==> src/hdl/ltmp_pkg.sv <==
`default_nettype none

package ltmp_pkg;

   localparam int SV_W     = 32;
   localparam int DUTY_W   = 16;
   localparam int SUPPLY_W = 16;
   localparam int POS_W    = 10;
   localparam int SCALE_W  = 7;
   localparam int PROD_W   = DUTY_W + SCALE_W;
   localparam int CNT_W    = 5;
   localparam int CSR_W    = 2;

   localparam logic [POS_W:0]     NEAR_BAND    = (POS_W+1)'(3);
   localparam logic [POS_W-1:0]   TOP_RESET    = POS_W'(405);
   localparam logic [SCALE_W:0]   DUTY_DIVISOR = (SCALE_W+1)'(100);
   localparam logic [SCALE_W-1:0] ROUND_LIMIT  = SCALE_W'(50);

   localparam logic [CSR_W-1:0] CSR_SET_VOLTAGE  = CSR_W'(0);
   localparam logic [CSR_W-1:0] CSR_FULL_DUTY    = CSR_W'(1);
   localparam logic [CSR_W-1:0] CSR_TOP_POSITION = CSR_W'(2);

   typedef enum logic [1:0] {
      KIND_TARGET = 2'd0,
      KIND_DOWN   = 2'd1,
      KIND_UP     = 2'd2,
      KIND_IDLE   = 2'd3
   } kind_type;

   typedef enum logic [2:0] {
      DUTY_IDLE,
      DUTY_DIV,
      DUTY_MUL,
      DUTY_RED,
      DUTY_FIN
   } duty_state_type;

   typedef struct packed {
      logic start;
      logic take;
   } duty_cmd_type;

   typedef struct packed {
      logic              ready;
      logic              fin;
      logic [DUTY_W-1:0] duty;
   } duty_stat_type;

endpackage

`default_nettype wire

==> src/hdl/ltmp_duty.sv <==
`default_nettype none

module ltmp_duty (
   input  wire logic                               clock,
   input  wire logic                               reset,
   input  wire ltmp_pkg::duty_cmd_type             cmd,
   input  wire logic [ltmp_pkg::SV_W-1:0]          set_voltage,
   input  wire logic [ltmp_pkg::SUPPLY_W-1:0]      supply_voltage,
   input  wire logic [ltmp_pkg::DUTY_W-1:0]        full_duty,
   output      ltmp_pkg::duty_stat_type            stat
);

   localparam int SV_W     = ltmp_pkg::SV_W;
   localparam int SUPPLY_W = ltmp_pkg::SUPPLY_W;
   localparam int DUTY_W   = ltmp_pkg::DUTY_W;
   localparam int SCALE_W  = ltmp_pkg::SCALE_W;
   localparam int PROD_W   = ltmp_pkg::PROD_W;
   localparam int CNT_W    = ltmp_pkg::CNT_W;

   ltmp_pkg::duty_state_type state_ff, state_in;
   logic [CNT_W-1:0]    cnt_ff, cnt_in;
   logic [SV_W-1:0]     sv_ff, sv_in;
   logic [SUPPLY_W-1:0] sup_ff, sup_in;
   logic [SUPPLY_W-1:0] rem_ff, rem_in;
   logic [SV_W-1:0]     quo_ff, quo_in;
   logic [PROD_W-1:0]   prod_ff, prod_in;
   logic [SCALE_W-1:0]  rrem_ff, rrem_in;
   logic [DUTY_W-1:0]   duty_ff, duty_in;

   logic [SUPPLY_W:0]   div_trial;
   logic [SUPPLY_W:0]   div_diff;
   logic                div_ge;
   logic [SV_W-1:0]     div_quo;
   logic                compensated;
   logic [PROD_W-1:0]   mul_sum;
   logic [SCALE_W:0]    red_trial;
   logic [SCALE_W:0]    red_diff;
   logic                red_ge;
   logic [SCALE_W-1:0]  red_rem;
   logic [PROD_W-1:0]   red_quo;
   logic [DUTY_W:0]     round_sum;

   always_ff @(posedge clock) begin
      if (reset) begin
         state_ff <= ltmp_pkg::DUTY_IDLE;
      end else begin
         state_ff <= state_in;
      end
   end

   always_ff @(posedge clock) begin
      cnt_ff  <= cnt_in;
      sv_ff   <= sv_in;
      sup_ff  <= sup_in;
      rem_ff  <= rem_in;
      quo_ff  <= quo_in;
      prod_ff <= prod_in;
      rrem_ff <= rrem_in;
      duty_ff <= duty_in;
   end

   // restoring divide of set_voltage by supply, one dividend bit per cycle
   assign div_trial   = {rem_ff, sv_ff[SV_W-1]};
   assign div_ge      = div_trial >= {1'b0, sup_ff};
   assign div_diff    = div_trial - {1'b0, sup_ff};
   assign div_quo     = {quo_ff[SV_W-2:0], div_ge};
   assign compensated = (div_quo[SV_W-1:SCALE_W] == '0)
                        && ({1'b0, div_quo[SCALE_W-1:0]} < ltmp_pkg::DUTY_DIVISOR);

   // shift-add multiply, scale msb first
   assign mul_sum = {prod_ff[PROD_W-2:0], 1'b0}
                    + (quo_ff[SV_W-1] ? PROD_W'(full_duty) : PROD_W'(0));

   // restoring divide by 100, product msb first
   assign red_trial = {rrem_ff, prod_ff[PROD_W-1]};
   assign red_ge    = red_trial >= ltmp_pkg::DUTY_DIVISOR;
   assign red_diff  = red_trial - ltmp_pkg::DUTY_DIVISOR;
   assign red_rem   = red_ge ? red_diff[SCALE_W-1:0] : red_trial[SCALE_W-1:0];
   assign red_quo   = {prod_ff[PROD_W-2:0], red_ge};
   assign round_sum = {1'b0, red_quo[DUTY_W-1:0]}
                      + (DUTY_W+1)'(red_rem > ltmp_pkg::ROUND_LIMIT);

   always_comb begin
      state_in = state_ff;
      cnt_in   = cnt_ff;
      sv_in    = sv_ff;
      sup_in   = sup_ff;
      rem_in   = rem_ff;
      quo_in   = quo_ff;
      prod_in  = prod_ff;
      rrem_in  = rrem_ff;
      duty_in  = duty_ff;
      unique case (state_ff)
         ltmp_pkg::DUTY_IDLE: begin
            if (cmd.start) begin
               sv_in    = set_voltage;
               sup_in   = supply_voltage;
               rem_in   = '0;
               cnt_in   = CNT_W'(SV_W - 1);
               state_in = ltmp_pkg::DUTY_DIV;
            end
         end
         ltmp_pkg::DUTY_DIV: begin
            sv_in  = {sv_ff[SV_W-2:0], 1'b0};
            rem_in = div_ge ? div_diff[SUPPLY_W-1:0] : div_trial[SUPPLY_W-1:0];
            quo_in = div_quo;
            cnt_in = cnt_ff - CNT_W'(1);
            if (cnt_ff == '0) begin
               if (compensated) begin
                  prod_in  = '0;
                  quo_in   = div_quo << (SV_W - SCALE_W);
                  cnt_in   = CNT_W'(SCALE_W - 1);
                  state_in = ltmp_pkg::DUTY_MUL;
               end else begin
                  duty_in  = full_duty;
                  state_in = ltmp_pkg::DUTY_FIN;
               end
            end
         end
         ltmp_pkg::DUTY_MUL: begin
            prod_in = mul_sum;
            quo_in  = {quo_ff[SV_W-2:0], 1'b0};
            cnt_in  = cnt_ff - CNT_W'(1);
            if (cnt_ff == '0) begin
               rrem_in  = '0;
               cnt_in   = CNT_W'(PROD_W - 1);
               state_in = ltmp_pkg::DUTY_RED;
            end
         end
         ltmp_pkg::DUTY_RED: begin
            prod_in = red_quo;
            rrem_in = red_rem;
            cnt_in  = cnt_ff - CNT_W'(1);
            if (cnt_ff == '0) begin
               if ((red_quo[PROD_W-1:DUTY_W] != '0) || round_sum[DUTY_W]) begin
                  duty_in = '1;
               end else begin
                  duty_in = round_sum[DUTY_W-1:0];
               end
               state_in = ltmp_pkg::DUTY_FIN;
            end
         end
         ltmp_pkg::DUTY_FIN: begin
            if (cmd.take) begin
               state_in = ltmp_pkg::DUTY_IDLE;
            end
         end
         default: begin
            state_in = ltmp_pkg::DUTY_IDLE;
         end
      endcase
   end

   assign stat.ready = state_ff == ltmp_pkg::DUTY_IDLE;
   assign stat.fin   = state_ff == ltmp_pkg::DUTY_FIN;
   assign stat.duty  = duty_ff;

endmodule

`default_nettype wire

==> src/hdl/limited_travel_motor_positioner_top.sv <==
// Motor positioner: one command transaction in, one result transaction out.
// The run/brake decision, end-stop reload and direction line are settled when
// the command is taken; the supply-compensated duty then comes from a
// bit-serial unit: a restoring divide of set_voltage by the supply, a shift-add
// multiply by full_duty and a divide by 100 with rounding, the last two only
// when compensation applies. The next command is not taken until the unit has
// passed its result on; a finished result waits in the output register, so
// the next command is taken while the previous result is still stalled.

`default_nettype none

module limited_travel_motor_positioner_top (
   input  wire logic        clock,
   input  wire logic        reset,
   input  wire logic        csr_write_enable,
   input  wire logic [1:0]  csr_index,
   input  wire logic [31:0] csr_data,
   input  wire logic        req_valid,
   output      logic        req_stall,
   input  wire logic [1:0]  req_kind,
   input  wire logic [9:0]  req_target_position,
   input  wire logic [9:0]  req_current_position,
   input  wire logic        req_up_limit,
   input  wire logic        req_down_limit,
   input  wire logic        req_driver_fault,
   input  wire logic [15:0] req_supply_voltage,
   output      logic        rsp_valid,
   input  wire logic        rsp_stall,
   output      logic        rsp_done_res,
   output      logic        rsp_motor_on,
   output      logic        rsp_direction_down,
   output      logic [15:0] rsp_duty,
   output      logic        rsp_position_load,
   output      logic [9:0]  rsp_position_value,
   output      logic        rsp_driver_reset_pulse
);

   localparam int POS_W  = ltmp_pkg::POS_W;
   localparam int DUTY_W = ltmp_pkg::DUTY_W;
   localparam int SV_W   = ltmp_pkg::SV_W;

   logic [SV_W-1:0]   set_voltage_ff, set_voltage_in;
   logic [DUTY_W-1:0] full_duty_ff, full_duty_in;
   logic [POS_W-1:0]  top_position_ff, top_position_in;
   logic              direction_ff, direction_in;

   logic              dec_done_ff, dec_done_in;
   logic              dec_drive_ff, dec_drive_in;
   logic              dec_dir_ff, dec_dir_in;
   logic              dec_load_ff, dec_load_in;
   logic [POS_W-1:0]  dec_value_ff, dec_value_in;
   logic              dec_pulse_ff, dec_pulse_in;
   logic              dec_want_ff, dec_want_in;

   logic              rsp_valid_ff, rsp_valid_in;
   logic              rsp_done_ff, rsp_done_in;
   logic              rsp_motor_ff, rsp_motor_in;
   logic              rsp_dir_ff, rsp_dir_in;
   logic [DUTY_W-1:0] rsp_duty_ff, rsp_duty_in;
   logic              rsp_load_ff, rsp_load_in;
   logic [POS_W-1:0]  rsp_value_ff, rsp_value_in;
   logic              rsp_pulse_ff, rsp_pulse_in;

   ltmp_pkg::duty_cmd_type  duty_cmd;
   ltmp_pkg::duty_stat_type duty_stat;

   logic             req_accept;
   logic             take;
   logic             move_up;
   logic             move_down;
   logic             near;
   logic             far_up;
   logic             far_down;

   ltmp_duty u_duty (
      .clock          (clock),
      .reset          (reset),
      .cmd            (duty_cmd),
      .set_voltage    (set_voltage_ff),
      .supply_voltage (req_supply_voltage),
      .full_duty      (full_duty_ff),
      .stat           (duty_stat)
   );

   assign req_accept     = req_valid && duty_stat.ready;
   assign req_stall      = !duty_stat.ready;
   assign take           = duty_stat.fin && (!rsp_valid_ff || !rsp_stall);
   assign duty_cmd.start = req_accept;
   assign duty_cmd.take  = take;

   // csr writes
   always_comb begin
      set_voltage_in  = set_voltage_ff;
      full_duty_in    = full_duty_ff;
      top_position_in = top_position_ff;
      if (csr_write_enable) begin
         unique case (csr_index)
            ltmp_pkg::CSR_SET_VOLTAGE:  set_voltage_in  = csr_data;
            ltmp_pkg::CSR_FULL_DUTY:    full_duty_in    = csr_data[DUTY_W-1:0];
            ltmp_pkg::CSR_TOP_POSITION: top_position_in = csr_data[POS_W-1:0];
            default: ;
         endcase
      end
   end

   // command decision
   assign far_up   = {1'b0, req_target_position}
                     > ({1'b0, req_current_position} + ltmp_pkg::NEAR_BAND);
   assign far_down = ({1'b0, req_target_position} + ltmp_pkg::NEAR_BAND)
                     < {1'b0, req_current_position};

   always_comb begin
      move_up   = 1'b0;
      move_down = 1'b0;
      near      = 1'b0;
      unique case (ltmp_pkg::kind_type'(req_kind))
         ltmp_pkg::KIND_TARGET: begin
            move_up   = far_up;
            move_down = !far_up && far_down;
            near      = !far_up && !far_down;
         end
         ltmp_pkg::KIND_DOWN: move_down = 1'b1;
         ltmp_pkg::KIND_UP:   move_up   = 1'b1;
         ltmp_pkg::KIND_IDLE: near      = 1'b1;
         default: ;
      endcase
   end

   always_comb begin
      direction_in = direction_ff;
      dec_done_in  = dec_done_ff;
      dec_drive_in = dec_drive_ff;
      dec_dir_in   = dec_dir_ff;
      dec_load_in  = dec_load_ff;
      dec_value_in = dec_value_ff;
      dec_pulse_in = dec_pulse_ff;
      dec_want_in  = dec_want_ff;
      if (req_accept) begin
         dec_done_in  = near;
         dec_drive_in = 1'b0;
         dec_load_in  = 1'b0;
         dec_value_in = '0;
         if (move_up) begin
            if (req_up_limit) begin
               dec_load_in  = 1'b1;
               dec_value_in = top_position_ff;
               dec_done_in  = 1'b1;
            end else begin
               direction_in = 1'b0;
               dec_drive_in = 1'b1;
            end
         end else if (move_down) begin
            if (req_down_limit) begin
               dec_load_in = 1'b1;
               dec_done_in = 1'b1;
            end else begin
               direction_in = 1'b1;
               dec_drive_in = 1'b1;
            end
         end
         dec_want_in  = dec_drive_in && (full_duty_ff != '0);
         dec_pulse_in = dec_want_in && req_driver_fault;
         dec_dir_in   = direction_in;
      end
   end

   // output register
   always_comb begin
      rsp_valid_in = take || (rsp_valid_ff && rsp_stall);
      rsp_done_in  = rsp_done_ff;
      rsp_motor_in = rsp_motor_ff;
      rsp_dir_in   = rsp_dir_ff;
      rsp_duty_in  = rsp_duty_ff;
      rsp_load_in  = rsp_load_ff;
      rsp_value_in = rsp_value_ff;
      rsp_pulse_in = rsp_pulse_ff;
      if (take) begin
         rsp_done_in  = dec_done_ff;
         rsp_motor_in = dec_drive_ff;
         rsp_dir_in   = dec_dir_ff;
         rsp_duty_in  = dec_want_ff ? duty_stat.duty : '0;
         rsp_load_in  = dec_load_ff;
         rsp_value_in = dec_value_ff;
         rsp_pulse_in = dec_pulse_ff;
      end
   end

   always_ff @(posedge clock) begin
      if (reset) begin
         set_voltage_ff  <= '0;
         full_duty_ff    <= '0;
         top_position_ff <= ltmp_pkg::TOP_RESET;
         direction_ff    <= 1'b0;
         rsp_valid_ff    <= 1'b0;
      end else begin
         set_voltage_ff  <= set_voltage_in;
         full_duty_ff    <= full_duty_in;
         top_position_ff <= top_position_in;
         direction_ff    <= direction_in;
         rsp_valid_ff    <= rsp_valid_in;
      end
   end

   always_ff @(posedge clock) begin
      dec_done_ff  <= dec_done_in;
      dec_drive_ff <= dec_drive_in;
      dec_dir_ff   <= dec_dir_in;
      dec_load_ff  <= dec_load_in;
      dec_value_ff <= dec_value_in;
      dec_pulse_ff <= dec_pulse_in;
      dec_want_ff  <= dec_want_in;
      rsp_done_ff  <= rsp_done_in;
      rsp_motor_ff <= rsp_motor_in;
      rsp_dir_ff   <= rsp_dir_in;
      rsp_duty_ff  <= rsp_duty_in;
      rsp_load_ff  <= rsp_load_in;
      rsp_value_ff <= rsp_value_in;
      rsp_pulse_ff <= rsp_pulse_in;
   end

   assign rsp_valid              = rsp_valid_ff;
   assign rsp_done_res           = rsp_done_ff;
   assign rsp_motor_on           = rsp_motor_ff;
   assign rsp_direction_down     = rsp_dir_ff;
   assign rsp_duty               = rsp_duty_ff;
   assign rsp_position_load      = rsp_load_ff;
   assign rsp_position_value     = rsp_value_ff;
   assign rsp_driver_reset_pulse = rsp_pulse_ff;

endmodule

`default_nettype wire

==> config.mk <==
export PLATFORM = sky130hd
export DESIGN_NAME = limited_travel_motor_positioner_top
export DESIGN_NICKNAME = d
export VERILOG_FILES = /design/src/hdl/ltmp_pkg.sv /design/src/hdl/ltmp_duty.sv /design/src/hdl/limited_travel_motor_positioner_top.sv
export SDC_FILE = /design/constraint.sdc
export NUM_CORES = 1
export LEC_CHECK = 0
export BUFFER_PORTS_ARGS = -buffer_cell sky130_fd_sc_hd__buf_2
export CAP_MARGIN = 20
export CORE_MARGIN = 2
export CORE_UTILIZATION = 42
export DETAILED_ROUTE_END_ITERATION = 16
export PLACE_DENSITY = 0.66
export SLEW_MARGIN = 20
export SYNTH_ARGS = -nofsm -noshare
export SYNTH_HDL_FRONTEND = slang
export SYNTH_SLANG_ARGS = --single-unit
==> constraint.sdc <==
create_clock -name clock -period 4.99 [get_ports clock]
set_clock_uncertainty 0.05 [all_clocks]
set_input_delay 0.7485 -clock clock [delete_from_list [all_inputs] [get_ports clock]]
set_output_delay 0.7485 -clock clock [all_outputs]
set_load 0.1 [all_outputs]
# After elaboration in Yosys (flattened, before gate mapping)
# Index checks and enable logic that the tools add are counted.
[totals]
inputBits = 80
elab_cells = 149
reg_bits = 257
[classes]
order_cmp = 6
n_mux = 52
n_eq_ne = 16
add_sub_neg = 7
n_reduce_logical = 40
[ops]
columns = ["cell", "count"]
rows = [
  ["case mux 32 bit (2 select lines)", 2],
  ["two-way mux 16 bit", 7],
  ["two-way mux 32 bit", 3],
  ["case mux 23 bit (3 select lines)", 1],
  ["case mux 16 bit (2 select lines)", 2],
  ["two-way mux 23 bit", 2],
  ["zero test 25 bit", 1],
  ["adder 23 bit", 1],
  ["adder 10 x 2 -> 11 bit (second input constant)", 2],
  ["two-way mux 5 bit", 4],
  ["case mux 5 bit (4 select lines)", 1],
  ["two-way mux 3 bit", 6],
  ["adder 16 x 1 -> 17 bit", 1],
  ["greater-or-equal comparator 17 x 16 -> 1 bit", 1],
  ["two-way mux 1 bit", 17],
  ["AND reduction 2 bit", 8],
  ["nonzero test 16 bit", 1],
  ["subtractor 16 bit", 1],
  ["case mux 3 bit (5 select lines)", 1],
  ["two-way mux 7 bit", 2],
  ["case mux 7 bit (2 select lines)", 1],
  ["inequality test 2 x 1 -> 1 bit (second input constant)", 6],
  ["greater-than comparator 10 x 11 -> 1 bit", 1],
  ["less-than comparator 11 x 10 -> 1 bit", 1],
  ["25 further kinds", 48],
]

# Longest topological paths before layout
# Gate-level depths: netlist (run 1).
[logic_depth]
word_depth = 10
depth_mapped = 18
ltp_nobuf = 17

# Hierarchy
# Synthesis (run 1) repeated with hierarchy kept, for this count alone.
[hier_totals]
cells_unflattened = 1289
area_unflattened_um2 = 13050.0
[by_module_without_submodules]
columns = ["mod", "cells_per_inst", "area_per_inst_um2", "instances"]
rows = [
  ["ltmp_duty", 815, 8383.0, 1],
  ["limited_travel_motor_positioner_top", 474, 4667.0, 1],
]

# Least setup slack after synthesis (run 1)
# OpenSTA, ideal clock, no wires.
[synth_timing]
path_type = "flip-flop to flip-flop"
start = "register u_duty.rrem_ff[1]"
end = "register u_duty.duty_ff[10] (data pin)"
stages_incl_launch_ff = 19
setup_slack_ps = 1318
n_path_buf = 2
synth_period_minus_slack_ps = 3672
arrival_time_ps = 3351
setup_time_ps = 270
t_required_ps = 4670
cell_sequence = "edfxtp_1 > inv_1 > ha_1 > inv_1 > a311o_1 > a31o_2 > clkbuf_1 > nor3_1 > a31oi_1 > a21oi_1 > o31ai_1 > ha_1 > ha_1 > and3_1 > nand3_1 > nor3_1 > a21oi_1 > clkbuf_1 > a21oi_1"
[synth_between]
elab_chain_cells = 8
[synth_lines]
columns = ["element", "line_no", "text"]
rows = [
  ["start, declared", "ltmp_duty.sv:27", "logic [SCALE_W-1:0] rrem_ff, rrem_in;"],
  ["start signal, assigned", "ltmp_duty.sv:58", "rrem_ff <= rrem_in;"],
  ["subtractor 7 bit or greater-or-equal comparator 8 x 7 -> 1 bit (tied branches)", "ltmp_duty.sv:77, ltmp_duty.sv:76", ""],
  ["two-way mux 7 bit", "ltmp_duty.sv:78", "assign red_rem = red_ge ? red_diff[SCALE_W-1:0] : red_trial[SCALE_W-1:0];"],
  ["greater-than comparator 7 x 6 -> 1 bit", "ltmp_duty.sv:81", "+ (DUTY_W+1)'(red_rem > ltmp_pkg::ROUND_LIMIT);"],
  ["adder 16 x 1 -> 17 bit *", "ltmp_duty.sv:81", ""],
  ["logical OR 1 bit", "ltmp_duty.sv:135", "if ((red_quo[PROD_W-1:DUTY_W] != '0) || round_sum[DUTY_W]) begin"],
  ["two-way mux 16 bit *", "ltmp_duty.sv:135", ""],
  ["two-way mux 16 bit *", "ltmp_duty.sv:134", "if (cnt_ff == '0) begin"],
  ["case mux 16 bit (2 select lines) *", "ltmp_duty.sv:93", "unique case (state_ff)"],
  ["named net u_duty.duty_in[10]", "ltmp_duty.sv:28", "logic [DUTY_W-1:0] duty_ff, duty_in;"],
  ["end signal, assigned", "ltmp_duty.sv:59", "duty_ff <= duty_in;"],
  ["end, declared", "ltmp_duty.sv:28", ""],
]
# The timed path passes the listed nets; every way through them passes the cells marked *. The select of a mux whose other input is x is not followed.
# A chain may end at the register's enable or synchronous reset.

# Worst setup path after layout (run 1)
[layout_timing]
start = "register u_duty.rrem_ff[1]"
end = "register u_duty.duty_ff[7] (data pin)"
# The elaborated chain is that of the path after synthesis.

==> qor.csv, run 1 <==
stage;metric;value;unit
detailed_routing;met2 WL post-DR;13.2;mm
synthesis;Top FF cell, synth;edfxtp_1;
cts;CTS Buffer Depth;3;
final_layout;fin cells;1708;
synthesis;Synth Instances;1201;
global_route;initial antenna violation count;7;
cts;clk slew on worst S/H paths;0.06;ns
sta;relative slew slack;0.318;
sta;Slew @ Worst Pin;1.02;ns
detailed_routing;router iterations before antenna repair;5;
detailed_routing;DRT antenna net count;0;
worst_setup_path;worst path bufs/invs;3;
place;pre-CTS WS;1.07;ns
worst_setup_path;Worst R2R Setup Slack;1.05;ns
sta;clock period minus worst slack;3.94;ns
worst_setup_path;CP Cell Sequence;inv_1 > ha_1 > inv_1 > a311o_1 > a31o_2 > nor3_1 > a31oi_1 > a21oi_1 > o31ai_1 > ha_1 > ha_1 > and3_1 > nand3_1 > nor3_1 > a21oi_1 > buf_4 > a21oi_1;
sta;RSZ-0062 raised after global routing;false;
worst_setup_path;Worst R2R Path Depth;17;
detailed_routing;wire length on met3;1.45;mm
synthesis;Mean Syn Cell Area;10.7;µm²
floorplan;DIE WIDTH;179;µm
synthesis;Synth area leaders;edfxtp_1, dfxtp_1, ha_1;
sta;Hold Slack;0.338;ns
synthesis;Post-synth ARST share;0;
final_layout;Area Overhead vs Synth;14.8;%
min_path;HP Class;in -> reg;
synthesis;post-synth top area share;0.454;
power;net switching power;1450;µW
detailed_routing;DR vias/cell;5.34;
cts;Clock Latency Late Sink;0.54;ns
final_layout;Nets;1435;
sta;highest clock rate;254;MHz
place;port bufs;112;
worst_setup_path;Max stage delay on crit path;0.47;ns
floorplan;row count;63;
detailed_routing;DR top layer;met5;
global_route;largest net degree at the start of global routing;65;
cts;post-CTS sizing;0;
sta;Sum Neg Setup Slack;0;ns
floorplan;I/O pin count;113;
floorplan;Die Ht;179;µm
sta;share of the cycle needed by the critical path after routing;0.790;
synthesis;Synth Warn #;0;
synthesis;EDFF count, synth;194;
global_route;first-pass GRT wire length;45.1;mm
synthesis;Mapped Nets;1344;
synthesis;largest area contributor in the netlist;edfxtp_1;
final_layout;Final Cell Area;0.0147;mm²
cts;H-tree depth;1;
worst_setup_path;Crit path depth;17;
synthesis;Unique masters post-synth;70;
worst_setup_path;family with the most delay on the worst path;compound AO/OA/AOI/OAI gates;
cts;Post-CTS Setup Bufs;0;
detailed_routing;Wirelength per Cell;16.7;µm
floorplan;Core Area;0.0299;mm²
place;Placed Cells;1652;
place;DP Wirelength;20.0;mm
worst_setup_path;Worst path slowest cell;edfxtp_1;
cts;total CTS buffers;28;
power;Leak;0.00575;µW
floorplan;DIE AREA;0.0319;mm²
synthesis;Synth Cell Area;0.0128;mm²
place;placed cell area;0.0137;mm²
cts;TritonCTS Sinks;257;
min_path;Hold Path Cell Cnt;1;
detailed_routing;initial DRC count;753;
power;Net Sw Frac;0.258;
detailed_routing;WL met1;13.1;mm
power;Comb power frac;0.163;
cts;hold buffer count at cts;0;
sta;setup ws final;1.05;ns
cts;Root Buffer;clkbuf_16;
worst_setup_path;crit end category;register;
global_route;vias in the first global route;8780;
run_status;status;finished, final reports clean;
sta;Fin. Hold Viols;0;
worst_setup_path;Worst Setup Start Kind;register;
synthesis;most frequent cell after synthesis;edfxtp_1;
power;Pint;4190;µW
power;Sequential Power Share;0.463;
sta;Final Setup Violations;0;
synthesis;Synth Register Bits;257;
synthesis;sequential fraction of the synthesis area;0.553;
worst_setup_path;CP required;5.22;ns
floorplan;Initial Util;0.429;
flow_run;Max-Cap Viols;0;
detailed_routing;drt drc;0;
global_route;Congestion Overflow GR;0;
final_layout;share of cells above drive strength 1;0.169;
cts;TritonCTS clock tree;done;
power;P per Cell Area;383;mW/mm²
place;GPL Wtd Cong;0.893;
sta;Pins Over Slew Limit;0;
detailed_routing;DR vias;9116;
synthesis;commonest cells in the synthesized netlist;edfxtp_1, nand2_1, a21oi_1;
worst_setup_path;critical path arrival;4.17;ns
global_route;gr usage total;0.177;
power;Peak VDD IR;0.269;mV
detailed_routing;Detailed Route WL;28.5;mm
worst_setup_path;CP Class;reg -> reg;
worst_setup_path;Crit Path Max Fanout;9;
power;Clk pwr share;0.374;
through the flow:
step | power, µW | utilization
6_report | 5640 | 0.493
3_3_place_gp | 3550 | 0.460
3_5_place_dp | 3580 | 0.460
5_1_grt | 5910 | 0.492
2_1_floorplan | 3340 | -
4_1_cts | 5700 | 0.492
placed cells by master, fill, tap and decap left out, drive strengths merged, types with 8 or more instances in the layout:
master,count
edfxtp,194
nand2,161
buf,123
a21oi,113
nor2,100
dfxtp,63
ha,61
inv,50
clkbuf,44
xnor2,37
and2,36
o21ai,36
mux2,31
xor2,24
nand3,21
and3,21
a21o,15
mux2i,14
nor4,14
nand4,12
nor3,12
a211oi,12
nor2b,11
a31oi,10
nand3b,8
or2,8
worst paths after layout:
path | startpoint | endpoint
max | u_duty.rrem_ff[1] | u_duty.duty_ff[7]
min reg2reg | dec_drive_ff | rsp_motor_on
max reg2reg | u_duty.rrem_ff[1] | u_duty.duty_ff[7]
min | req_supply_voltage[10] | u_duty.sup_ff[10]
metal layers:
metal  GRT usage  vias up
li1            -     4489
met5           0        -
met3      0.0316       54
met1       0.245     4370
met4      0.0498        6
met2       0.286      197
state kept, by name, indices dropped and copies added (netlist names), 10 cells and up:
name / count
dec_value_ff: 10
full_duty_ff: 16
rsp_duty: 16
rsp_position_value: 10
set_voltage_ff: 32
top_position_ff: 10
u_duty.duty_ff: 16
u_duty.prod_ff: 23
u_duty.quo_ff: 32
u_duty.rem_ff: 16
u_duty.sup_ff: 16
u_duty.sv_ff: 32
power by group through the flow:
| stage | logic, µW | registers, µW | clock network [µW] |
|---|---|---|---|
| after floorplan | 720 | 2620 | 0 |
| after global placement | 901 | 2650 | 0 |
| after detailed placement | 918 | 2660 | 0 |
| after CTS | 925 | 2610 | 2160 |
| after global routing | 1030 | 2630 | 2250 |
| final | 920 | 2610 | 2110 |
worst register-to-register path, cell delays in order, from the launching register on:
cell	delay (ns)
edfxtp_1	0.47
inv_1	0.12
ha_1	0.15
inv_1	0.06
a311o_1	0.32
a31o_2	0.31
nor3_1	0.15
a31oi_1	0.06
a21oi_1	0.15
o31ai_1	0.12
ha_1	0.25
ha_1	0.23
and3_1	0.21
nand3_1	0.16
nor3_1	0.08
a21oi_1	0.44
buf_4	0.26
a21oi_1	0.09
area by class of cell:
type                       instances  area (µm²)
fill                            2705       15200
tap                              390         488
multi-input combinational        832        5340
inverter                          50         188
timing repair buffer             123         643
sequential                       257        7090
clock buffer                      44         895
clock inverter                     8        70.1
antenna                            4        10.0
cells by family after synthesis:
| kind of cell | after synthesis | synth area share |
|---|---|---|
| simple gates | 429 | 0.160 |
| flops | 257 | 0.553 |
| compound gates | 234 | 0.111 |
| buf+inv | 112 | 0.0338 |
| fa+ha+maj | 63 | 0.0626 |
| xor+xnor | 61 | 0.0417 |
| mux | 45 | 0.0381 |
Power figures use the tool's default switching activity.
==> run 2, diff against run 1 <==
- ABC_AREA: unset -> 1
- clock period: 4.99 -> 4.1 ns (I/O delays scaled with it)
==> run 2 against run 1 <==
Compared with the run above: cell count is 17% higher; setup slack worse by 0.63 ns; synthesized cell count is 24% higher; non-clock buffer count is 2 higher; via count is 11% higher; critical path depth is 3 higher; critical endpoint is now u_duty.duty_ff[14]; utilization is 1.1 points lower; hold slack worse by 0.14 ns; global-route usage is 0.67 points higher; clock-buffer cell count is 9 lower; synthesized area is 3.2% higher; clock power is 17% higher.
==> qor.csv, run 2 <==
stage;metric;value;unit;change
run_status;status;finished, final reports clean;;
floorplan;DIE AREA;0.0330;mm²;+3.2%
synthesis;sequential fraction of the synthesis area;0.535;;-0.0173
cts;TritonCTS clock tree;done;;
sta;Fin. Hold Viols;0;;unchanged
global_route;vias in the first global route;9832;;+12%
sta;setup ws final;0.412;ns;-0.635 ns
cts;total CTS buffers;27;;-3.6%
detailed_routing;Detailed Route WL;30.4;mm;+6.8%
final_layout;diode count;0;;-4
sta;Pins Over Slew Limit;0;;unchanged
worst_setup_path;Crit Path Max Fanout;7;;-2
cts;Clock Latency Late Sink;0.55;ns;about the same
cts;CTS Buffer Depth;3;;unchanged
global_route;initial antenna violation count;2;;-5
synthesis;Post-synth ARST share;0;;unchanged
cts;TritonCTS Sinks;257;;unchanged
cts;clk slew on worst S/H paths;0.06;ns;about the same
floorplan;I/O pin count;113;;unchanged
sta;highest clock rate;271;MHz;+6.9%
place;pre-CTS WS;0.408;ns;-0.661 ns
detailed_routing;drt drc;0;;unchanged
power;Total Power;8520;µW;+51%
synthesis;most frequent cell after synthesis;nand2_1;;
global_route;first-pass GRT wire length;49.4;mm;+9.4%
global_route;gr usage total;0.184;;+0.00673
min_path;HP Class;in -> reg;;
synthesis;commonest cells in the synthesized netlist;nand2_1, nor2_1, inv_1;;
flow_run;Max-Cap Viols;0;;unchanged
synthesis;Synth Register Bits;257;;unchanged
floorplan;Core Area;0.0313;mm²;+4.8%
detailed_routing;initial DRC count;777;;+3.2%
min_path;Hold Path Cell Cnt;1;;unchanged
sta;share of the cycle needed by the critical path after routing;0.900;;+0.109
power;Leak;0.00684;µW;+19%
detailed_routing;DRT antenna net count;0;;unchanged
min_path;hold_sp;req_supply_voltage[10];;
final_layout;commonest non-fill, non-tap cell in the layout;nand2_1;;
final_layout;Area Overhead vs Synth;13.9;%;
final_layout;most frequent cells in the layout;nand2_1, nor2_1, inv_1;;
worst_setup_path;worst reg2reg startpoint;u_duty.rrem_ff[1];;
synthesis;Top FF cell, synth;edfxtp_1;;
worst_setup_path;critical path arrival;3.93;ns;-0.24 ns
sta;clock period minus worst slack;3.69;ns;-0.255 ns
global_route;largest net degree at the start of global routing;50;;-23%
final_layout;share of cells above drive strength 1;0.134;;-0.0354
synthesis;Mapped Nets;1629;;+21%
sta;Hold Slack;0.193;ns;-0.145 ns
place;GPL Wtd Cong;0.929;;+4.0%
place;port bufs;112;;unchanged
sta;Slew @ Worst Pin;1.02;ns;+0.00173 ns
worst_setup_path;Worst R2R Path Depth;20;;+3
sta;Sum Neg Setup Slack;0;ns;unchanged
detailed_routing;router iterations before antenna repair;5;;unchanged
cts;Root Buffer;clkbuf_16;;
synthesis;Unique masters post-synth;53;;-24%
worst_setup_path;worst setup path startpoint;u_duty.rrem_ff[1];;
floorplan;DIE WIDTH;182;µm;+1.6%
worst_setup_path;Worst R2R End;u_duty.duty_ff[14];;
synthesis;post-synth top area share;0.440;;-0.0143
floorplan;Die Ht;182;µm;+1.6%
worst_setup_path;Worst R2R Setup Slack;0.41;ns;-0.63 ns
detailed_routing;DR vias/cell;5.06;;-5.1%
sta;relative slew slack;0.314;;-0.00388
final_layout;Nets;1725;;+20%
synthesis;Synth area leaders;edfxtp_1, dfxtp_1, nand2_1;;
global_route;Congestion Overflow GR;0;;unchanged
synthesis;EDFF count, synth;194;;unchanged
synthesis;Synth Instances;1486;;+24%
min_path;Hold Crit Endpoint;u_duty.sup_ff[10];;
power;P per Cell Area;565;mW/mm²;+47%
worst_setup_path;CP required;4.34;ns;-0.88 ns
synthesis;largest area contributor in the netlist;edfxtp_1;;
worst_setup_path;Worst Setup Start Kind;register;;
worst_setup_path;CP Class;reg -> reg;;
synthesis;Mean Syn Cell Area;8.91;µm²;-17%
power;Peak VDD IR;0.262;mV;-2.5%
cts;hold buffer count at cts;0;;unchanged
detailed_routing;Wirelength per Cell;15.2;µm;-9.0%
final_layout;largest registers;set_voltage_ff (32), u_duty.quo_ff (32), u_duty.sv_ff (32);;
worst_setup_path;crit end category;register;;
cts;H-tree depth;1;;unchanged
synthesis;Synth Warn #;0;;unchanged
place;DP Wirelength;22.1;mm;+11%
detailed_routing;DR vias;10149;;+11%
floorplan;row count;65;;+3.2%
sta;RSZ-0062 raised after global routing;false;;
sta;Final Setup Violations;0;;unchanged
synthesis;Synth Cell Area;0.0132;mm²;+3.2%
floorplan;Initial Util;0.423;;-0.00642
run 2: worst max-delay path by stage:
stage	to	slack (ns)
after floorplan	u_duty.rem_ff[0]	0.01
final	u_duty.duty_ff[14]	0.41
after global routing	u_duty.duty_ff[14]	0.05
after global placement	u_duty.duty_ff[3]	0.67
after detailed placement	u_duty.duty_ff[3]	0.41
after CTS	u_duty.duty_ff[3]	0.29
run 2: stage by stage:
step	cell area, µm²	std cells	utilization
floorplan	13200	1486	-
global placement	14200	1954	0.453
detailed placement	14200	1954	0.453
CTS	15100	2003	0.481
global route	15100	2004	0.482
finish	15100	2004	0.482
run 2: report_power, final:
part	switching [µW]	internal (µW)	total (µW)	leakage (µW)
clock network	1010	1450	2460	0.000433
registers	251	3470	3720	0.00238
logic	1630	710	2340	0.00403
run 2: routing by layer:
| metal | vias up | share of wire | wire [µm] | GRT usage |
|---|---|---|---|---|
| li1 | 5088 | - | - | - |
| met1 | 4729 | 0.46 | 14000 | 0.246 |
| met2 | 269 | 0.46 | 14100 | 0.308 |
| met3 | 59 | 0.050 | 1540 | 0.0279 |
| met4 | 4 | 0.027 | 808 | 0.0579 |
| met5 | - | 0.00056 | 17 | 0 |
run 2: final cells by class:
cell class,count,area [µm²]
fillers,2936,16200
flip-flops and latches,257,7090
multi-input cells,966,5170
inverters,205,772
clock buffers,35,726
repair buffers,125,658
well taps,402,503
clock inverters,14,169
run 2: logic make-up (layout without fill, tap and decap cells):
group,after synthesis,count (layout),synth area share
AOI/OAI and AO/OA,243,243,0.103
xor gates and xnor gates,42,42,0.0278
adders and majority gates,63,63,0.0607
buffers and inverters,263,379,0.0779
DFF,257,257,0.535
and+or+nand+nor,618,618,0.195
run 2: timing repair:
action                     4_1_cts  5_1_grt
buffers inserted                 0        1
resized for setup                0        3
setup endpoints to repair        0       11
run 2: critical path: stages, from the launching register on:
cell and delay (ns):
edfxtp_1 0.37, inv_1 0.07, ha_1 0.21, a21oi_1 0.20, nand2_1 0.10, nand3_2 0.16, o21ai_0 0.18, xor2_1 0.26
nand2_1 0.08, o21ai_1 0.17, ha_1 0.21, ha_1 0.21, nand3_1 0.14, nor2_2 0.15, nand3_1 0.14, nor2_1 0.16
nand3_1 0.12, nor2_1 0.13, xor2_1 0.07, o21ai_0 0.14, o21ai_0 0.10
==> run 3, diff against run 2 <==
--- a/config.mk
+++ b/config.mk
@@ -11,4 +11,5 @@
 export CORE_MARGIN = 2
 export CORE_UTILIZATION = 42
+export CTS_CLUSTER_SIZE = 12
 export DETAILED_ROUTE_END_ITERATION = 16
 export PLACE_DENSITY = 0.66
--- a/constraint.sdc
+++ b/constraint.sdc
@@ -3,3 +3,3 @@
 set_input_delay 0.615 -clock clock [delete_from_list [all_inputs] [get_ports clock]]
 set_output_delay 0.615 -clock clock [all_outputs]
-set_load 0.1 [all_outputs]
+set_load 0.01 [all_outputs]
==> run 3 against run 2 <==
Compared with the run above: setup slack better by 0.035 ns; non-clock buffer count up 1; total power down 2.2%; utilization up 0.052 points; first-iteration DRC count up 2.4%; register-to-register slack better by 0.04 ns; routed wire length down 0.34%; cell count up 0.15%; hold slack worse by 0.0019 ns; sequential power about the same; clock power about the same.
==> qor.csv, run 3 (synthesis gave the netlist of run 2 again) <==
stage;metric;value;unit;change
worst_setup_path;Max stage delay on crit path;0.37;ns;about the same
detailed_routing;Wirelength per Cell;15.1;µm;-0.49%
cts;TritonCTS clock tree;done;;
final_layout;Area Overhead vs Synth;14.0;%;
global_route;met3 Use GR;0.0287;;+0.000802
final_layout;Fill cells;2931;;-0.17%
global_route;met2 Use GR;0.306;;-0.00230
worst_setup_path;Worst path slowest cell;edfxtp_1;;
global_route;GR Layer Usage met1;0.248;;+0.00175
cts;H-tree depth;1;;unchanged
worst_setup_path;CP required;4.34;ns;about the same
worst_setup_path;CP Cell Sequence;inv_1 > ha_1 > a21oi_1 > nand2_1 > nand3_2 > o21ai_0 > xor2_1 > nand2_1 > o21ai_1 > ha_1 > ha_1 > nand3_1 > nor2_2 > nand3_1 > nor2_1 > nand3_1 > nor2_1 > xor2_1 > o21ai_0 > o21ai_0;;
global_route;first-pass GRT wire length;49.3;mm;about the same
detailed_routing;router iterations before antenna repair;5;;unchanged
floorplan;Die Ht;182;µm;unchanged
global_route;Congestion Overflow GR;0;;unchanged
power;Total Power;8330;µW;-2.2%
detailed_routing;Detailed Route WL;30.3;mm;-0.34%
place;DP Wirelength;22.1;mm;unchanged
worst_setup_path;critical path arrival;3.89;ns;-0.04 ns
sta;Final Setup Violations;0;;unchanged
detailed_routing;DR vias/cell;5.04;;-0.42%
detailed_routing;initial DRC count;796;;+2.4%
detailed_routing;DR vias;10122;;-0.27%
global_route;GR peak layer;met2;;
final_layout;most frequent cells in the layout;nand2_1, nor2_1, inv_1;;
power;net switching power;2690;µW;-7.0%
floorplan;DIE AREA;0.0330;mm²;unchanged
sta;RSZ-0062 raised after global routing;false;;
power;Pint;5640;µW;+0.25%
worst_setup_path;Crit Path Max Fanout;7;;unchanged
global_route;initial antenna violation count;2;;unchanged
final_layout;commonest non-fill, non-tap cell in the layout;nand2_1;;
power;Sequential Power Share;0.447;;+0.010
worst_setup_path;CP Class;reg -> reg;;
worst_setup_path;Worst Setup Start Kind;register;;
floorplan;row count;65;;unchanged
worst_setup_path;family with the most delay on the worst path;simple AND/OR/NAND/NOR gates;;
sta;Slew @ Worst Pin;1.02;ns;-0.000908 ns
power;Clk pwr share;0.295;;+0.006
final_layout;fin cells;2007;;+0.15%
cts;hold buffer count at cts;0;;unchanged
place;port bufs;112;;unchanged
power;Leak;0.00685;µW;+0.11%
run_status;status;finished, final reports clean;;
worst_setup_path;crit end category;register;;
sta;relative slew slack;0.319;;+0.00509
cts;TritonCTS Sinks;257;;unchanged
power;Peak VDD IR;0.284;mV;+8.5%
floorplan;DIE WIDTH;182;µm;unchanged
worst_setup_path;worst path bufs/invs;1;;unchanged
floorplan;Initial Util;0.423;;unchanged
sta;clock period minus worst slack;3.65;ns;-0.0353 ns
place;GPL Wtd Cong;0.929;;unchanged
power;Net Sw Frac;0.323;;-0.0167
final_layout;Nets;1727;;+0.12%
cts;Clock Latency Late Sink;0.55;ns;about the same
place;Placed Cells;1954;;unchanged
min_path;HP Class;in -> reg;;
flow_run;Max-Cap Viols;0;;unchanged
sta;Fin. Hold Viols;0;;unchanged
power;P per Cell Area;552;mW/mm²;-2.3%
global_route;vias in the first global route;9803;;-0.29%
detailed_routing;DRT antenna net count;0;;unchanged
final_layout;share of cells above drive strength 1;0.134;;+0.000373
global_route;largest net degree at the start of global routing;50;;unchanged
cts;Root Buffer;clkbuf_16;;
cts;clk slew on worst S/H paths;0.06;ns;about the same
sta;Pins Over Slew Limit;0;;unchanged
final_layout;largest registers;set_voltage_ff (32), u_duty.quo_ff (32), u_duty.sv_ff (32);;
sta;Hold Slack;0.191;ns;-0.00193 ns
final_layout;fin util;0.482;;+0.000520
floorplan;I/O pin count;113;;unchanged
final_layout;diode count;0;;unchanged
cts;total CTS buffers;28;;+3.7%
sta;highest clock rate;274;MHz;+0.97%
sta;share of the cycle needed by the critical path after routing;0.891;;-0.00862
floorplan;Core Area;0.0313;mm²;unchanged
power;Comb power frac;0.258;;-0.016
detailed_routing;drt drc;0;;unchanged
global_route;gr usage total;0.183;;-0.000463
cts;CTS Buffer Depth;3;;unchanged
sta;Sum Neg Setup Slack;0;ns;unchanged
[run 3: area by class of cell]
class | count | area, µm² | area share
flip-flops and latches | 257 | 7090 | 0.469
multi-input cells | 966 | 5170 | 0.342
clock buffers | 42 | 793 | 0.0525
inverters | 205 | 772 | 0.0511
repair buffers | 126 | 666 | 0.0441
well taps | 402 | 503 | 0.0333
clock inverters | 9 | 110 | 0.00729
[run 3: power groups by stage]
stage	clock network, µW	registers (µW)	logic [µW]
after floorplan	0	3700	1700
after global placement	0	3760	2120
after detailed placement	0	3770	2160
after CTS	2510	3720	2170
after global routing	2620	3780	2440
final	2460	3720	2150
[run 3: metal layers]
layer | vias to the layer above | part of all wire
met4 | 4 | 0.024
li1 | 5088 | -
met5 | - | 0.00056
met1 | 4716 | 0.46
met2 | 251 | 0.46
met3 | 63 | 0.050
[run 3: what timing repair did]
action,CTS,global route
setup buffers,0,2
resized for setup,0,3
setup endpoints to repair,0,13
[run 3: path summary, 6_finish.rpt]
check / startpoint / cells past startpoint / end / slack (ns)
setup reg to reg: u_duty.rrem_ff[1] / 20 / u_duty.duty_ff[14] / 0.45
hold / removal: req_supply_voltage[15] / 1 / u_duty.sup_ff[15] / 0.19
setup / recovery: u_duty.rrem_ff[1] / 20 / u_duty.duty_ff[14] / 0.45
hold reg to reg: dec_pulse_ff / 0 / rsp_driver_reset_pulse / 0.36
[run 3: stage by stage]
| stage | setup WS (ns) | area (µm²) |
|---|---|---|
| finish | 0.447 | 15100 |
| global route | 0.0581 | 15100 |
| CTS | 0.345 | 15100 |
| detailed placement | 0.408 | 14200 |
| global placement | 0.665 | 14200 |
| floorplan | 0.705 | 13200 |
